### config.mk
export PLATFORM = sky130hd
export DESIGN_NAME = pfa_queue
export DESIGN_NICKNAME = d
export VERILOG_FILES = /design/src/design/pairwise_force_accumulator_defines.svh /design/src/design/pfa_pkg.sv /design/src/design/pfa_queue.sv
export SDC_FILE = /design/constraint.sdc
export NUM_CORES = 1
export LEC_CHECK = 0
export ABC_AREA = 1
export BUFFER_PORTS_ARGS = -buffer_cell sky130_fd_sc_hd__buf_2
export CORE_MARGIN = 5
export CORE_UTILIZATION = 50
export DETAILED_ROUTE_END_ITERATION = 8
export HOLD_SLACK_MARGIN = 0.15
export PLACE_DENSITY = 0.73
export SLEW_MARGIN = 40
export SYNTH_ARGS = -nofsm -noshare
export SYNTH_HDL_FRONTEND = slang
export SYNTH_SLANG_ARGS = --single-unit
### constraint.sdc
create_clock -name clk -period 7.52 [get_ports clk]
set_input_delay 2.256 -clock clk [delete_from_list [all_inputs] [get_ports clk]]
set_output_delay 2.256 -clock clk [all_outputs]
set_load 0.02 [all_outputs]
### src/design/pairwise_force_accumulator_defines.svh
// ----------------------------------------------------------------------------
// Pairwise force accumulator assertion macros
// Shared property wrappers, clocked on clk and disabled while rst_n is low.
// ----------------------------------------------------------------------------
`ifndef PAIRWISE_FORCE_ACCUMULATOR_DEFINES_SVH
`define PAIRWISE_FORCE_ACCUMULATOR_DEFINES_SVH

// Consequent must hold in the same cycle as the antecedent.
`define PFA_ASSERT_SAME(name, ante, cons) \
  name: assert property (@(posedge clk) disable iff (!rst_n) (ante) |-> (cons)) \
    else $error("pfa check failed");

// Consequent must hold in the cycle after the antecedent.
`define PFA_ASSERT_NEXT(name, ante, cons) \
  name: assert property (@(posedge clk) disable iff (!rst_n) (ante) |=> (cons)) \
    else $error("pfa check failed");

`endif

### src/design/pfa_pkg.sv
// ----------------------------------------------------------------------------
// Pairwise force accumulator package
// Widths, configuration codes, shared types and back-end states.
// ----------------------------------------------------------------------------
package pfa_pkg;

  localparam int COORD_INT_BITS_DEF = 10;
  localparam int SUM_WIDTH_DEF      = 40;

  localparam int POS_W      = 16;
  localparam int COEF_W     = 10;
  localparam int DELTA_W    = 17;
  localparam int GRID_W     = 11;
  localparam int CFG_IDX_W  = 3;
  localparam int CFG_DATA_W = 16;
  localparam int FORCE_W    = 32;
  localparam int IN_DATA_W  = 80;
  localparam int OUT_DATA_W = 64;

  localparam int DIV_N_W    = 48;
  localparam int DIV_D_W    = 32;
  localparam int DIV_CNT_W  = 6;
  localparam int ROOT_W     = 32;
  localparam int F_W        = 18;
  localparam int UNIT_W     = 18;
  localparam int UPROD_W    = 36;
  localparam int GAIN_W     = 32;
  localparam int STEP_CNT_W = 6;

  localparam int QUEUE_DEPTH = 2;

  typedef enum logic [CFG_IDX_W-1:0] {
    CFG_ATTR_DIST = 3'd0,
    CFG_RADIUS    = 3'd1,
    CFG_INNER     = 3'd2,
    CFG_GAIN      = 3'd3,
    CFG_GRID_WID  = 3'd4,
    CFG_GRID_HGT  = 3'd5
  } cfg_index_t;

  typedef struct packed {
    logic [POS_W-1:0]  attr_dist;
    logic [POS_W-1:0]  radius;
    logic [POS_W-1:0]  inner;
    logic [POS_W-1:0]  gain;
    logic [GRID_W-1:0] grid_wid;
    logic [GRID_W-1:0] grid_hgt;
  } cfg_t;

  typedef struct packed {
    logic signed [DELTA_W-1:0] dx;
    logic signed [DELTA_W-1:0] dy;
    logic signed [COEF_W-1:0]  coef;
    logic                      active;
    logic                      last;
  } pair_t;

  typedef enum logic [4:0] {
    S_IDLE,
    S_SQ,
    S_RAD,
    S_RANGE,
    S_SQRT,
    S_DN_GO,
    S_DN_WAIT,
    S_F_SEL,
    S_FR_WAIT,
    S_FT_WAIT,
    S_FT_MUL,
    S_U_GO,
    S_U_WAIT,
    S_U_MUL,
    S_U_ADD,
    S_FINISH,
    S_GAIN,
    S_MUL_GO,
    S_MUL,
    S_SAT,
    S_SHIFT,
    S_NEXT,
    S_EMIT
  } back_state_t;

endpackage

### src/design/pfa_queue.sv
// ----------------------------------------------------------------------------
// Pairwise force accumulator queue
// Two-entry FIFO of classified pairs between the front and back ends.
// ----------------------------------------------------------------------------
module pfa_queue (
  input  logic           clk,
  input  logic           rst_n,
  input  logic           push,
  input  pfa_pkg::pair_t push_data,
  output logic           full,
  input  logic           pop,
  output logic           valid,
  output pfa_pkg::pair_t pop_data
);
  import pfa_pkg::*;

  localparam int PTR_W = $clog2(QUEUE_DEPTH);

  pair_t            mem_r [QUEUE_DEPTH];
  logic [PTR_W-1:0] wr_ptr_r, rd_ptr_r;
  logic [PTR_W:0]   count_r;

  function automatic logic [PTR_W-1:0] ptr_inc(input logic [PTR_W-1:0] p);
    return (p == PTR_W'(QUEUE_DEPTH - 1)) ? '0 : p + 1'b1;
  endfunction

  assign full     = count_r == (PTR_W + 1)'(QUEUE_DEPTH);
  assign valid    = count_r != '0;
  assign pop_data = mem_r[rd_ptr_r];

  always_ff @(posedge clk) begin
    if (!rst_n) begin
      wr_ptr_r <= '0;
      rd_ptr_r <= '0;
      count_r  <= '0;
    end else begin
      if (push) wr_ptr_r <= ptr_inc(wr_ptr_r);
      if (pop)  rd_ptr_r <= ptr_inc(rd_ptr_r);
      if (push && !pop) begin
        count_r <= count_r + 1'b1;
      end else if (pop && !push) begin
        count_r <= count_r - 1'b1;
      end
    end
  end

  always_ff @(posedge clk) begin
    if (push) mem_r[wr_ptr_r] <= push_data;
  end

endmodule

# ---- After elaboration in Yosys (flattened, before gate mapping)
# Memories as Yosys holds them, arrays and structs flattened. A register that Yosys moved wholly into a read port is not among the register bits.
# Index checks and enable logic that the tools add are counted.
# W data, S select, Z words.
dict set report word_totals {
  reg_bits 4
  ram_bits 92
  input_bits 50
  out_inout_bits 48
  n_memories 1
}
dict set report classes {
  n_addsub 4
  eq_ne 1
  n_mux 8
  reduce_logical 6
}
# name depth width read_ports rd_ports_with_merged_regs write_ports line_no
set mem_list {}
lappend mem_list {mem_r 2 46 1 1 1 pfa_queue.sv:19} ;# pair_t mem_r [QUEUE_DEPTH];
# cell count
set op_table {}
lappend op_table {{$mux W1} 6}
lappend op_table {{$mux W2} 2}
lappend op_table {{$reduce_bool A2 Y1} 2}
lappend op_table {{$add A1 B1 Y1 const B} 2}
lappend op_table {{$add A2 B1 Y2 const B} 1}
lappend op_table {{$eq A2 B2 Y1 const B} 1}
lappend op_table {{$logic_and A1 B1 Y1} 2}
lappend op_table {{$logic_not A1 Y1} 2}
lappend op_table {{$sub A2 B1 Y2 const B} 1}

# ---- Depth between registers and ports, before layout
dict set report logic_depth {
  depth_word 4
  depth_mapped 8
}

# ---- Worst setup path before layout
# OpenSTA, ideal clock, no wires.
dict set report synth_path {
  kind {input to register}
  startpoint {input port push}
  endpoint {memory mem_r[0][0] (netlist name), enable pin}
  arrival_ps 4229
  required_time_ps 7069
  setup_slack_ps 2840
  cell_stages 2
  path_buffers 0
  cell_sequence {inv_1 -> nor2_1}
}
dict set report synth_between {
  elab_chain_cells 2
}
# item line_no
set synth_lines {}
lappend synth_lines {{start: declaration} pfa_queue.sv:8} ;# input logic push,
lappend synth_lines {{$mux W1} pfa_queue.sv:48} ;# if (push) mem_r[wr_ptr_r] <= push_data;
lappend synth_lines {{$mux W1 (implied by the code)} pfa_queue.sv:48}
lappend synth_lines {{end: declaration} pfa_queue.sv:19}
# No other way between the ends.

==> key figures <==
Worst setup path
  – CP Launch Type: flip-flop
  – Largest stage delay, worst path: 0.74 ns
  – Critical-path cell list: buf_4 -> mux2_2 -> buf_2
  – WP data required: 5.26 ns
  – Critical Path Fanout Max: 28
  – Critical Path End Type: output port
  – Critical-path top delay cell: dfxtp_2
  – Critical path class: flip-flop to output port
  – Crit path DAT: 2.20 ns

STA
  – Clock Skews: 0.0130 ns
  – Max frequency: 0.225 GHz
  – Final Max Tran Viols: 0
  – Setup TNS: 0 ns
  – Final setup margin: 3.07 ns
  – RSZ-0062 raised after global routing: no
  – Final setup fails: 0
  – Final hold vios: 0
  – Period utilization: 59.2%
  – Rel. slew slack: 55.1%
  – Tmin final: 4.45 ns
  – Worst slew pin tran: 0.672 ns

Placement
  – IO buf count: 97
  – Post-Place Setup Slack: 3.39 ns
  – DP HPWL: 4.27 mm
  – Routability Congestion: 0.718

Yosys
  – Synth Cell Area: 3750 um2
  – Yosys cell types: 14
  – Syn Nets: 229
  – Yosys top cell by area: edfxtp_1
  – Synthesized area per cell: 21.1 um2
  – Synth warn: 0
  – Sequential fraction of the synthesis area: 76.3%
  – Synth top area share: 73.7%
  – Synthesis-stage register bit count: 97
  – Largest cells by area after synthesis: edfxtp_1 74%, mux2_4 16%, dfxtp_1 2.7%
  – Syn Inst Count: 178

GRT
  – Initial antenna violation count: 0
  – Overflow after GRT: 0
  – Largest net degree at the start of global routing: 47
  – Vias in the first global route: 2063
  – First-pass GRT wire length: 9.83 mm
  – Global Route Usage Sum: 13.4%

Pwr
  – PwrDens: 243 nW/um2
  – Leakage: 0.00181 uW
  – VDD IR max: 0.197 mV

CTS
  – CTS Buf Count: 9
  – Post-CTS Setup Bufs: 0
  – Clock tree buffer depth: 2
  – Post-CTS sizing: 0
  – CTS clk-pin slew, worst paths: 0.08 ns
  – Clock Latency Late Sink: 0.35 ns
  – Root Buffer Master: clkbuf_8
  – CTS sink cnt: 97
  – H-tree depth: 3
  – Post-CTS Hold Buffers: 0
  – CTS tree: yes

Drt
  – DRT Wirelength: 6.16 mm
  – Drc violations: 0
  – Total iterations of the first detailed-routing run: 4
  – Antenna viol nets, final: 0
  – 1st-iter DRT viols: 87
  – Routed wire per std cell: 15.9 um
  – Vias per inst: 4.74
  – Via total after detailed routing: 1835

Floorplanning
  – Die height: 96.6 um
  – FP Rows: 31
  – Core Box Area: 7290 um2
  – Initial Utilization: 51.4%
  – Die W: 96.6 um
  – Die area: 9330 um2
  – Num ports: 98

Layout
  – # diodes: 0
  – Storage cell area: 2860 um2
  – Layout area overhead: 19.5%
  – Multi-input logic area: 773 um2
  – Layout cells sized above 1: 55.9%
  – Layout Nets: 334
  – Fillcell total: 567
  – Final Core Density: 61.4%

Job
  – Max cap viols: 0

Hold path
  – Hold Path Class: flip-flop to flip-flop

Outcome
  – Outcome: finished clean
-- cell usage after synthesis --
cell       n
edfxtp_1  92
mux2_4    40
nand2_1    9
inv_1      8
nor2_1     8
mux2_2     6
dfxtp_1    5
buf_12     4
a21oi_1    1
buf_6      1
ha_1       1
nand3_1    1
nand4_1    1
o21ai_0    1
-- worst max-delay path, delay by kind of cell, from the launching register on --
family | cells | cell delay (ns)
DFF | 1 | 0.74
buffers and inverters | 2 | 0.70
muxes | 1 | 0.40
-- kinds of logic after synthesis --
family / count (synthesis) / synth area share (%)
AO/OA/AOI/OAI: 2 / 0.267
adder cells (fa/ha/maj): 1 / 0.334
buffers and inverters: 13 / 3.24
flip-flops: 97 / 76.3
multiplexers: 46 / 17.8
AND/OR/NAND/NOR: 19 / 2.00
-- stage by stage --
| stage | instance area (um2) | hold slack (ns) | instances | power, uW |
|---|---|---|---|---|
| 5_1_grt | 4480 | 0.549 | 387 | 1130 |
| 2_1_floorplan | 3750 | 0.463 | 178 | 744 |
| 3_3_place_gp | 4290 | 0.478 | 371 | 783 |
| 6_report | 4480 | 0.510 | 387 | 1090 |
| 4_1_cts | 4480 | 0.512 | 387 | 1100 |
| 3_5_place_dp | 4290 | 0.493 | 371 | 788 |
-- cells in the final DEF (no fill, tap or decap), drive strengths merged, types with 4 or more instances in the layout --
master and count:
mux2 46, nand2 9, clkinv 4, clkbuf 10, inv 8, buf 99
nor2 8, edfxtp 92, dfxtp 5
-- registers in the layout, summed over array words and instances (netlist names), named ones only --
name and count:
rd_ptr_r 1, wr_ptr_r 1, mem_r 92, count_r 2
-- cell type report --
cell class | instances | share of cell area, %
Multi-Input combinational cell | 68 | 17.3
Clock buffer | 10 | 2.85
Tap cell | 99 | 2.76
Sequential cell | 97 | 63.9
Timing Repair Buffer | 99 | 11.2
Inverter | 8 | 0.726
Clock inverter | 6 | 1.31
-- where the power goes --
part / internal [uW] / switching (uW) / leakage [uW]
combinational: 62.1 / 75.7 / 0.000812
sequential: 623 / 11.9 / 0.000905
clock: 152 / 163 / 0.0000913
total: 837 / 251 / 0.00181
-- final timing paths --
check	start	endpoint	slack [ns]	depth (start not counted)
setup / recovery	flip-flop	pop_data[32]	3.07	3
hold / removal	rd_ptr_r	flip-flop	0.51	2
setup reg to reg	wr_ptr_r	mem_r[0][34]	5.83	2
hold reg to reg	rd_ptr_r	flip-flop	0.51	2
-- metal layers --
| layer | part of all wire (%) | up-vias | track usage [%] | wire (um) |
|---|---|---|---|---|
| met3 | 6.5 | 5 | 5.18 | 397 |
| met5 | 0 | - | 0 | 0 |
| met2 | 52 | 61 | 23.5 | 3190 |
| met4 | 0.83 | 0 | 3.89 | 51 |
| li1 | - | 880 | - | - |
| met1 | 41 | 889 | 15.0 | 2520 |
(Power assumes the default switching activity.)
