## config.mk

```make
export PLATFORM = sky130hd
export DESIGN_NAME = pfa_front
export DESIGN_NICKNAME = d
export VERILOG_FILES = /design/src/design/pairwise_force_accumulator_defines.svh /design/src/design/pfa_pkg.sv /design/src/design/pfa_front.sv
export SDC_FILE = /design/constraint.sdc
export NUM_CORES = 1
export LEC_CHECK = 0
export BUFFER_PORTS_ARGS = -buffer_cell sky130_fd_sc_hd__buf_4
export CAP_MARGIN = 20
export CORE_MARGIN = 2
export CORE_UTILIZATION = 52
export DETAILED_ROUTE_END_ITERATION = 6
export PLACE_DENSITY = 0.83
export SYNTH_ARGS = -nofsm -noshare
export SYNTH_HDL_FRONTEND = slang
export SYNTH_SLANG_ARGS = --single-unit
```

## constraint.sdc

```tcl
create_clock -name vclk -period 4.8
set_input_delay 0 -clock vclk [all_inputs]
set_output_delay 0 -clock vclk [all_outputs]
set_load 0.03 [all_outputs]
```

## src/design/pairwise_force_accumulator_defines.svh

```systemverilog
// ----------------------------------------------------------------------------
// Pairwise force accumulator assertion macros
// Shared property wrappers, clocked on clk and disabled while rst_n is low.
// ----------------------------------------------------------------------------
`ifndef PAIRWISE_FORCE_ACCUMULATOR_DEFINES_SVH
`define PAIRWISE_FORCE_ACCUMULATOR_DEFINES_SVH

// Consequent must hold in the same cycle as the antecedent.
`define PFA_ASSERT_SAME(name, ante, cons) \
  name: assert property (@(posedge clk) disable iff (!rst_n) (ante) |-> (cons)) \
    else $error("pfa check failed");

// Consequent must hold in the cycle after the antecedent.
`define PFA_ASSERT_NEXT(name, ante, cons) \
  name: assert property (@(posedge clk) disable iff (!rst_n) (ante) |=> (cons)) \
    else $error("pfa check failed");

`endif

```

## src/design/pfa_pkg.sv

```systemverilog
// ----------------------------------------------------------------------------
// Pairwise force accumulator package
// Widths, configuration codes, shared types and back-end states.
// ----------------------------------------------------------------------------
package pfa_pkg;

  localparam int COORD_INT_BITS_DEF = 10;
  localparam int SUM_WIDTH_DEF      = 40;

  localparam int POS_W      = 16;
  localparam int COEF_W     = 10;
  localparam int DELTA_W    = 17;
  localparam int GRID_W     = 11;
  localparam int CFG_IDX_W  = 3;
  localparam int CFG_DATA_W = 16;
  localparam int FORCE_W    = 32;
  localparam int IN_DATA_W  = 80;
  localparam int OUT_DATA_W = 64;

  localparam int DIV_N_W    = 48;
  localparam int DIV_D_W    = 32;
  localparam int DIV_CNT_W  = 6;
  localparam int ROOT_W     = 32;
  localparam int F_W        = 18;
  localparam int UNIT_W     = 18;
  localparam int UPROD_W    = 36;
  localparam int GAIN_W     = 32;
  localparam int STEP_CNT_W = 6;

  localparam int QUEUE_DEPTH = 2;

  typedef enum logic [CFG_IDX_W-1:0] {
    CFG_ATTR_DIST = 3'd0,
    CFG_RADIUS    = 3'd1,
    CFG_INNER     = 3'd2,
    CFG_GAIN      = 3'd3,
    CFG_GRID_WID  = 3'd4,
    CFG_GRID_HGT  = 3'd5
  } cfg_index_t;

  typedef struct packed {
    logic [POS_W-1:0]  attr_dist;
    logic [POS_W-1:0]  radius;
    logic [POS_W-1:0]  inner;
    logic [POS_W-1:0]  gain;
    logic [GRID_W-1:0] grid_wid;
    logic [GRID_W-1:0] grid_hgt;
  } cfg_t;

  typedef struct packed {
    logic signed [DELTA_W-1:0] dx;
    logic signed [DELTA_W-1:0] dy;
    logic signed [COEF_W-1:0]  coef;
    logic                      active;
    logic                      last;
  } pair_t;

  typedef enum logic [4:0] {
    S_IDLE,
    S_SQ,
    S_RAD,
    S_RANGE,
    S_SQRT,
    S_DN_GO,
    S_DN_WAIT,
    S_F_SEL,
    S_FR_WAIT,
    S_FT_WAIT,
    S_FT_MUL,
    S_U_GO,
    S_U_WAIT,
    S_U_MUL,
    S_U_ADD,
    S_FINISH,
    S_GAIN,
    S_MUL_GO,
    S_MUL,
    S_SAT,
    S_SHIFT,
    S_NEXT,
    S_EMIT
  } back_state_t;

endpackage

```

## src/design/pfa_front.sv

```systemverilog
// ----------------------------------------------------------------------------
// Pairwise force accumulator front end
// Unpacks a pair beat, wraps the offset on the torus and queues the result.
// ----------------------------------------------------------------------------
module pfa_front #(
  parameter int COORD_INT_BITS = pfa_pkg::COORD_INT_BITS_DEF
) (
  input  logic                          in_tvalid,
  output logic                          in_tready,
  input  logic [pfa_pkg::IN_DATA_W-1:0] in_tdata,
  input  logic                          in_tuser,
  input  logic                          in_tlast,
  input  pfa_pkg::cfg_t                 cfg,
  input  logic                          q_full,
  output logic                          q_push,
  output pfa_pkg::pair_t                q_data
);
  import pfa_pkg::*;

  localparam int POS_FRAC = POS_W - COORD_INT_BITS;
  localparam int BASE_W   = (GRID_W + POS_FRAC > POS_W + 1) ? GRID_W + POS_FRAC : POS_W + 1;
  localparam int WRAP_W   = BASE_W + 2;

  // The offset is folded at most once by w toward [-w/2, w/2]; an axis of size zero leaves it alone.
  function automatic logic signed [DELTA_W-1:0] wrap_axis(
    input logic [POS_W-1:0]  self_p,
    input logic [POS_W-1:0]  other_p,
    input logic [GRID_W-1:0] units
  );
    logic signed [WRAP_W-1:0] d;
    logic signed [WRAP_W-1:0] w;
    logic signed [WRAP_W-1:0] r;
    d = WRAP_W'($signed({1'b0, other_p})) - WRAP_W'($signed({1'b0, self_p}));
    w = WRAP_W'(units);
    w = w <<< POS_FRAC;
    if ((d <<< 1) > w) begin
      r = d - w;
    end else if ((d <<< 1) < -w) begin
      r = d + w;
    end else begin
      r = d;
    end
    return r[DELTA_W-1:0];
  endfunction

  logic [POS_W-1:0] self_x, self_y, other_x, other_y;

  assign self_x  = in_tdata[15:0];
  assign self_y  = in_tdata[31:16];
  assign other_x = in_tdata[47:32];
  assign other_y = in_tdata[63:48];

  assign in_tready = !q_full;
  assign q_push    = in_tvalid && !q_full;

  always_comb begin
    q_data.dx     = wrap_axis(self_x, other_x, cfg.grid_wid);
    q_data.dy     = wrap_axis(self_y, other_y, cfg.grid_hgt);
    q_data.coef   = $signed(in_tdata[73:64]);
    q_data.active = !in_tuser;
    q_data.last   = in_tlast;
  end

endmodule

```

======== Yosys cells after proc, flatten, opt, wreduce, memory -nomap -nowiden ========
Cells that the tools add are included.
Widths: inputs -> output; s select.
word-level totals
  output and inout bits ................... 48
  logic and storage cells ................. 19
  register bits after elaboration ......... 0
  input port bits ......................... 170
cells by class
  mux-type cells .......................... 4
  magnitude comparators ................... 4
  add/sub/neg operators ................... 8
  reduce and logical (&&, ||, !) cells .... 3
operators with widths
  kind               count
  $mux 17            4
  $lt 18x19->1       2
  $neg 17->19        2
  $gt 18x18->1       2
  $add 17x17->17     2
  $sub 16x16->17     2
  $sub 17x17->17     2
  $logic_not 1->1    2
  $logic_and 1x1->1  1

======== Depth between registers and ports, before layout ========
Gate-level depths: netlist of run 1.
  depth in word-level cells ............... 4
  gate-level depth with buffers ........... 24
  mapped depth without buffers ............ 23

======== Worst setup path before layout of run 1 ========
Ideal clock, no wire load.
  kind .................................... in2out
  from .................................... input port in_tdata[32] (netlist name)
  to ...................................... output port q_data[37] (netlist name)
  path slack .............................. -0.015 ns
  path buffers ............................ 0
  stages on the path ...................... 21
  arrival ................................. 4.815 ns
  data required time ...................... 4.800 ns
  path through ............................ inv_1 -> ha_1 -> fa_1 -> nor2b_1 -> o31a_1 -> o211ai_1 -> a21boi_0 -> nor2_1 -> o21ai_0 -> a21o_2 -> a21o_1 -> xor2_1 -> ha_1 -> and3_1 -> a311oi_1 -> o21a_1 -> a21oi_1 -> maj3_1 -> a211oi_2 -> o21ai_2 -> o311ai_1
RTL lines
  element      RTL line         RTL
  from (decl)  pfa_front.sv:10  input logic [pfa_pkg::IN_DATA_W-1:0] in_tdata,
  to (decl)    pfa_front.sv:16  output pfa_pkg::pair_t q_data

==> results of run 1 <==
## metal layers
metal	track usage (%)	up-vias
li1	-	2955
met1	32.1	2595
met2	45.4	189
met3	1.78	17
met4	3.57	0
met5	0	-
## stage by stage
step | hold WS [ns] | cell area [um^2] | utilization [%] | total power (W) | std cells
after global routing | 0.0000550 | 6630 | 64.8 | 0.00202 | 1016
after floorplan | 0.110 | 5410 | - | 0.00126 | 756
after detailed placement | 0.000205 | 6570 | 64.2 | 0.00180 | 1015
after CTS | 0.000205 | 6570 | 64.2 | 0.00181 | 1015
after global placement | 0.000205 | 6570 | 64.2 | 0.00177 | 1015
final | 0.0000132 | 6630 | 64.8 | 0.00184 | 1016
## cells in the mapped netlist (all sizes together), types with 8 or more instances
library cell / n / area (um^2)
ha: 118 / 1480
a21o: 21 / 159
a31oi: 10 / 62.6
mux2i: 13 / 130
nor2: 44 / 165
o21a: 11 / 82.6
clkbuf: 12 / 45.0
o21bai: 11 / 82.6
nor2b: 14 / 87.6
and2: 9 / 57.6
xnor2: 36 / 315
nand4: 13 / 81.3
nand2: 34 / 128
nand2b: 14 / 90.1
nand3: 9 / 45.0
o211ai: 8 / 60.1
xor2: 16 / 140
buf: 13 / 92.6
or2: 11 / 68.8
a21oi: 61 / 317
inv: 104 / 390
nor3: 22 / 115
o21ai: 55 / 290
and3: 13 / 82.6
## repair_timing
item | 4_1_cts | 5_1_grt
hold buffers | 0 | 0
endpoints found under the hold margin | 0 | 0
setup endpoints to repair | 0 | 12
setup buffers | 0 | 1
gates resized for setup | 0 | 11
## logic make-up after synthesis
group	Yosys count	share of synthesized area [%]
AO/OA/AOI/OAI	235	29.4
XOR/XNOR	53	8.84
adder cells (fa/ha/maj)	125	29.7
multiplexers	15	2.82
buffers and inverters	129	9.77
AND/OR/NAND/NOR	199	19.4
## placed cells by master, fill, tap and decap left out, types with 3 or more instances in the layout
master	n
a21oi_1	59
nand3_1	9
o21bai_1	11
nand4_1	13
o211ai_1	8
xor2_1	15
a211o_1	4
o31ai_1	4
o21ai_0	52
and2_1	7
fa_1	5
ha_1	117
mux2i_1	13
buf_4	148
a211oi_1	5
a221o_1	4
o211a_1	4
o31a_1	3
or2_2	11
nor2b_1	14
a31oi_1	10
and3_1	12
a41oi_1	4
a221oi_1	4
a22oi_1	4
o21a_1	11
and4_1	3
nor3_1	21
nand2_1	34
a21o_1	20
xnor2_1	35
nand2b_1	13
nor2_1	44
inv_1	103
## how the worst max path moves through the flow
stage / from / endpoint / cells past startpoint
finish: in_tdata[32] / q_data[39] / 26
global route: in_tdata[32] / q_data[39] / 26
CTS: in_tdata[0] / q_data[36] / 24
detailed placement: in_tdata[0] / q_data[45] / 23
global placement: in_tdata[0] / q_data[45] / 23
floorplan: in_tdata[32] / q_data[45] / 22
## final cells by class
type / count / area (um^2)
inverter: 104 / 390
multi-input combinational: 627 / 4930
tap: 136 / 170
fill: 908 / 3610
timing repair buffer: 149 / 1130
## power by group through the flow
stage                     clock network (W)  logic (W)  registers (W)
final                                     0    0.00184              0
after global routing                      0    0.00202              0
after CTS                                 0    0.00181              0
after detailed placement                  0    0.00180              0
after global placement                    0    0.00177              0
after floorplan                           0    0.00126              0
## worst max-delay path, delay by kind of cell
kind            cells  cell delay, ns
xor+xnor            1            0.16
compound gates     14            2.46
simple gates        3            0.31
fa+ha+maj           4            1.13
buf+inv             4            0.47
==> results.toml, run 1 <==
[routing]
vias_per_cell = 5.67
drtIter0Drc = 277
top_layer = "met4"
vias = 5756
final_antenna_net_count = 0
drt-pass1-iter-count = 5
wl_met3_um = 910
met1_length_um = 6290
wl_met2_um = 6870
wl_per_cell_um = 14.0
drc = 0
routed_wl_um = 14200

[power]
swShare_pct = 57.9
seqPwrFrac_pct = 0
peakVddDrop_uv = 210
p_sw_w = 0.00106
leakage_nw = 3.44
p_comb_share_pct = 100.0
pwr-share-clk_pct = 0
internal_power_w = 0.000774
power_density_mw_per_mm2 = 277

[sta]
final.setup.tns_ns = 0
tightest_slew_ns = 0.769
period_needed_ns = 4.53
relSlewSlack_pct = 48.4
setup_ws_ns = 0.268
setup_violations = 0
hold_viol_final = 0
fmax_mhz = 221
post-route-period-util_pct = 94.4
rsz0062_at_grt = "no"
drv_slew = 0

[floorplan]
die_width_um = 106
fp-row-count = 37
ioPinCount = 218
start_util_pct = 52.8
die-area_mm2 = 0.0112
chipHeight_um = 106
core_mm2 = 0.0102

[grt]
first_global_vias = 5392
grt_max_degree = 16
gr-total-overflow = 0
grt_usage_pct = 24.7
grt_first_pass_wirelength_um = 23700
antenna_found_initial = 0

[synthesis]
netlist_area_mm2 = 0.00541
ys_seq_area_share_pct = 0
synth_nets = 1050
synth_cells = 756
yosysUniqueCellTypes = 76
yosys_warnings = 0
syn_area_per_cell_um2 = 7.15

[min_path]
min_to = "q_data[3]"
hp-class = "input pin to primary output"
hold_depth = 0
worstHoldStart = "in_tdata[65]"

[finish]
seq_cell_count = 0
ff_latch_area_um2 = 0
final_nets = 1176
area_delta_synth_final_pct = 22.5
drive_above_1_share_pct = 21.7
nClkBuffers = 0
n_antenna_cell = 0

[critical_path]
crit_slowest_cell = "maj3_1"
cp.arrival_ns = 4.53
required_ns = 4.80
path_max_fanout = 7
cp-end-kind = "primary output"
path_class = "input pin to primary output"
slowest_delay_ns = 0.39
cp-start-kind = "input pin"

[flow_run]
cap_violations = 0

[place]
port_buffers = 126
place_congestion = 0.940
dp_hpwl_um = 12200
pre_cts_slack_ns = 0.0275

[run_status]
status = "finished clean"
Power figures use the tool's default switching activity.
==> inputs of run 2 (changes only) <==
--- a/config.mk
+++ b/config.mk
@@ -5,10 +5,11 @@
 export SDC_FILE = /design/constraint.sdc
 export NUM_CORES = 1
 export LEC_CHECK = 0
+export ABC_AREA = 1
 export BUFFER_PORTS_ARGS = -buffer_cell sky130_fd_sc_hd__buf_4
 export CAP_MARGIN = 20
 export CORE_MARGIN = 2
-export CORE_UTILIZATION = 52
+export CORE_UTILIZATION = 53
 export DETAILED_ROUTE_END_ITERATION = 6
 export PLACE_DENSITY = 0.83
 export SYNTH_ARGS = -nofsm -noshare
==> run 2 against run 1 <==
  * Via count up 12%
  * Fmax grew 7.3%
  * Sequential cell count unchanged
  * Critical path depth fell by 5
  * Power is 0.73% lower
  * Die area grew 5.5%
  * Combinational power about the same
  * Sequential share of layout area unchanged
  * Cell area rose by 2.8%
  * Area after synthesis rose by 7.7%
  * Routed wire length increased by 5.2%
  * Largest cell class unchanged
==> results.toml, run 2 <==
[finish]
final_nets = 1378
area_delta_synth_final_pct = 16.9
multiInputGateArea_mm2 = 0.00492
fin_area_mm2 = 0.00681
nClkBuffers = 0
final_common_cell = "nand2_1"
ff_latch_area_um2 = 0
nFillCells = 1037
drive_above_1_share_pct = 15.6
seq_cell_count = 0
n_antenna_cell = 0
instances_no_fill = 1222
final_cell_mix = "nand2_1, inv_1, buf_4, ha_1, nand3_1"

[routing]
drtIter0Drc = 358
wl_per_cell_um = 12.2
drt-pass1-iter-count = 5
vias_per_cell = 5.27
routed_wl_um = 14900
drc = 0
vias = 6442
final_antenna_net_count = 0

[sta]
setup_violations = 0
rsz0062_at_grt = "no"
post-route-period-util_pct = 88.0
relSlewSlack_pct = 45.4
period_needed_ns = 4.22
final.setup.tns_ns = 0
timing.hold.ws_ns = 0.0000132
drv_slew = 0
tightest_slew_ns = 0.816
hold_viol_final = 0
fmax_mhz = 237

[floorplan]
chipHeight_um = 109
start_util_pct = 54.0
die_width_um = 109
ioPinCount = 218
core_mm2 = 0.0108
die-area_mm2 = 0.0118
fp-row-count = 38

[place]
place_congestion = 0.963
port_buffers = 126
dp_hpwl_um = 13100
place_area_mm2 = 0.00681
dp.cells = 1222

[cts]
cts-resized-gates = 0
postCtsSetupBuffers = 0
hold_buffers = 0

[synthesis]
synth_fa_ha_area_share_pct = 27.4
synth_nets = 1271
ys_seq_area_share_pct = 0
yosys-top-cells-count = "nand2_1, inv_1, ha_1"
synth_simple_gate_area_share_pct = 32.8
synth-compound-area-share_pct = 14.9
yosysUniqueCellTypes = 40
yosys_warnings = 0
synth_xor_area_share_pct = 9.32
netlist.area_leader.share_pct = 25.3
synth.most_common_cell = "nand2_1"
synth_top_area_cell = "ha_1"
synth_area_leaders = "ha_1, nand2_1, inv_1, xor2_1, nand3_1"
synth.mux.area_fraction_pct = 0
syn_area_per_cell_um2 = 5.96
synth_top_family_by_area = "simple AND/OR/NAND/NOR gates"
netlist_area_mm2 = 0.00582
synth_cells = 977

[critical_path]
cp.arrival_ns = 4.22
required_ns = 4.80
path_max_fanout = 13
cp-start-kind = "input pin"
path_class = "input pin to primary output"
cp-end-kind = "primary output"

[grt]
grt_first_pass_wirelength_um = 25400
grt_max_degree = 19
gr-total-overflow = 0
antenna_found_initial = 0
grt_usage_pct = 25.4
first_global_vias = 5839

[power]
p_comb_share_pct = 100.0
internal_power_w = 0.000680
p_sw_w = 0.00114
seqPwrFrac_pct = 0
pwr-share-clk_pct = 0
power_density_mw_per_mm2 = 268
swShare_pct = 62.7
peakVddDrop_uv = 218
leakage_nw = 4.09

[flow_run]
cap_violations = 0

[run_status]
status = "finished clean"

[min_path]
hp-class = "input pin to primary output"
hold_depth = 0
## run 2: metal layers
layer | up-vias | track usage, % | share of wire, %
li1 | 3399 | - | -
met1 | 2811 | 37.1 | 49
met2 | 213 | 42.7 | 43
met3 | 19 | 1.61 | 7.1
met4 | 0 | 1.92 | 0.97
met5 | - | 0 | 0
## run 2: final cells by class
cell class / count / area share (%)
multi-input cells: 755 / 72.2
repair buffers: 130 / 14.3
well taps: 140 / 2.57
inverters: 197 / 10.9
## run 2: worst paths after layout
path	from	slack (ns)	end
worst max-delay path	in_tdata[16]	0.58	q_data[26]
worst min-delay path	in_tdata[69]	0.00001	q_data[7]
## run 2: critical path: stages
cell and delay, ns:
buf_4 0.11, ha_1 0.26, fa_1 0.41, o21ai_0 0.34, a21o_1 0.23, nand2_1 0.09
nor2_1 0.09, nor2_1 0.06, o21ai_0 0.22, xor2_1 0.27, inv_1 0.15, ha_1 0.31
nand2_1 0.07, nor4_1 0.47, nand4_1 0.18, nand3_1 0.32, buf_4 0.26, a21oi_1 0.05
o21ai_0 0.08, nand2_1 0.07, buf_4 0.16
## run 2: cells by family after synthesis
group	Yosys count
AND/OR/NAND/NOR	418
AO/OA/AOI/OAI	151
adder cells (fa/ha/maj)	124
XOR/XNOR	62
buffers and inverters	222
## run 2: per-stage QoR
stage	worst slack, ns	total power [W]	util [%]
2_1_floorplan	1.34	0.00132	-
3_3_place_gp	0.665	0.00178	63.1
3_5_place_dp	0.637	0.00181	63.1
4_1_cts	0.645	0.00181	63.1
5_1_grt	0.205	0.00204	63.1
6_report	0.578	0.00182	63.1
## run 2: power groups by stage
stage	sequential, W	combinational (W)	clock, W
after floorplan	0	0.00132	0
after global placement	0	0.00178	0
after detailed placement	0	0.00181	0
after CTS	0	0.00181	0
after global routing	0	0.00204	0
final	0	0.00182	0
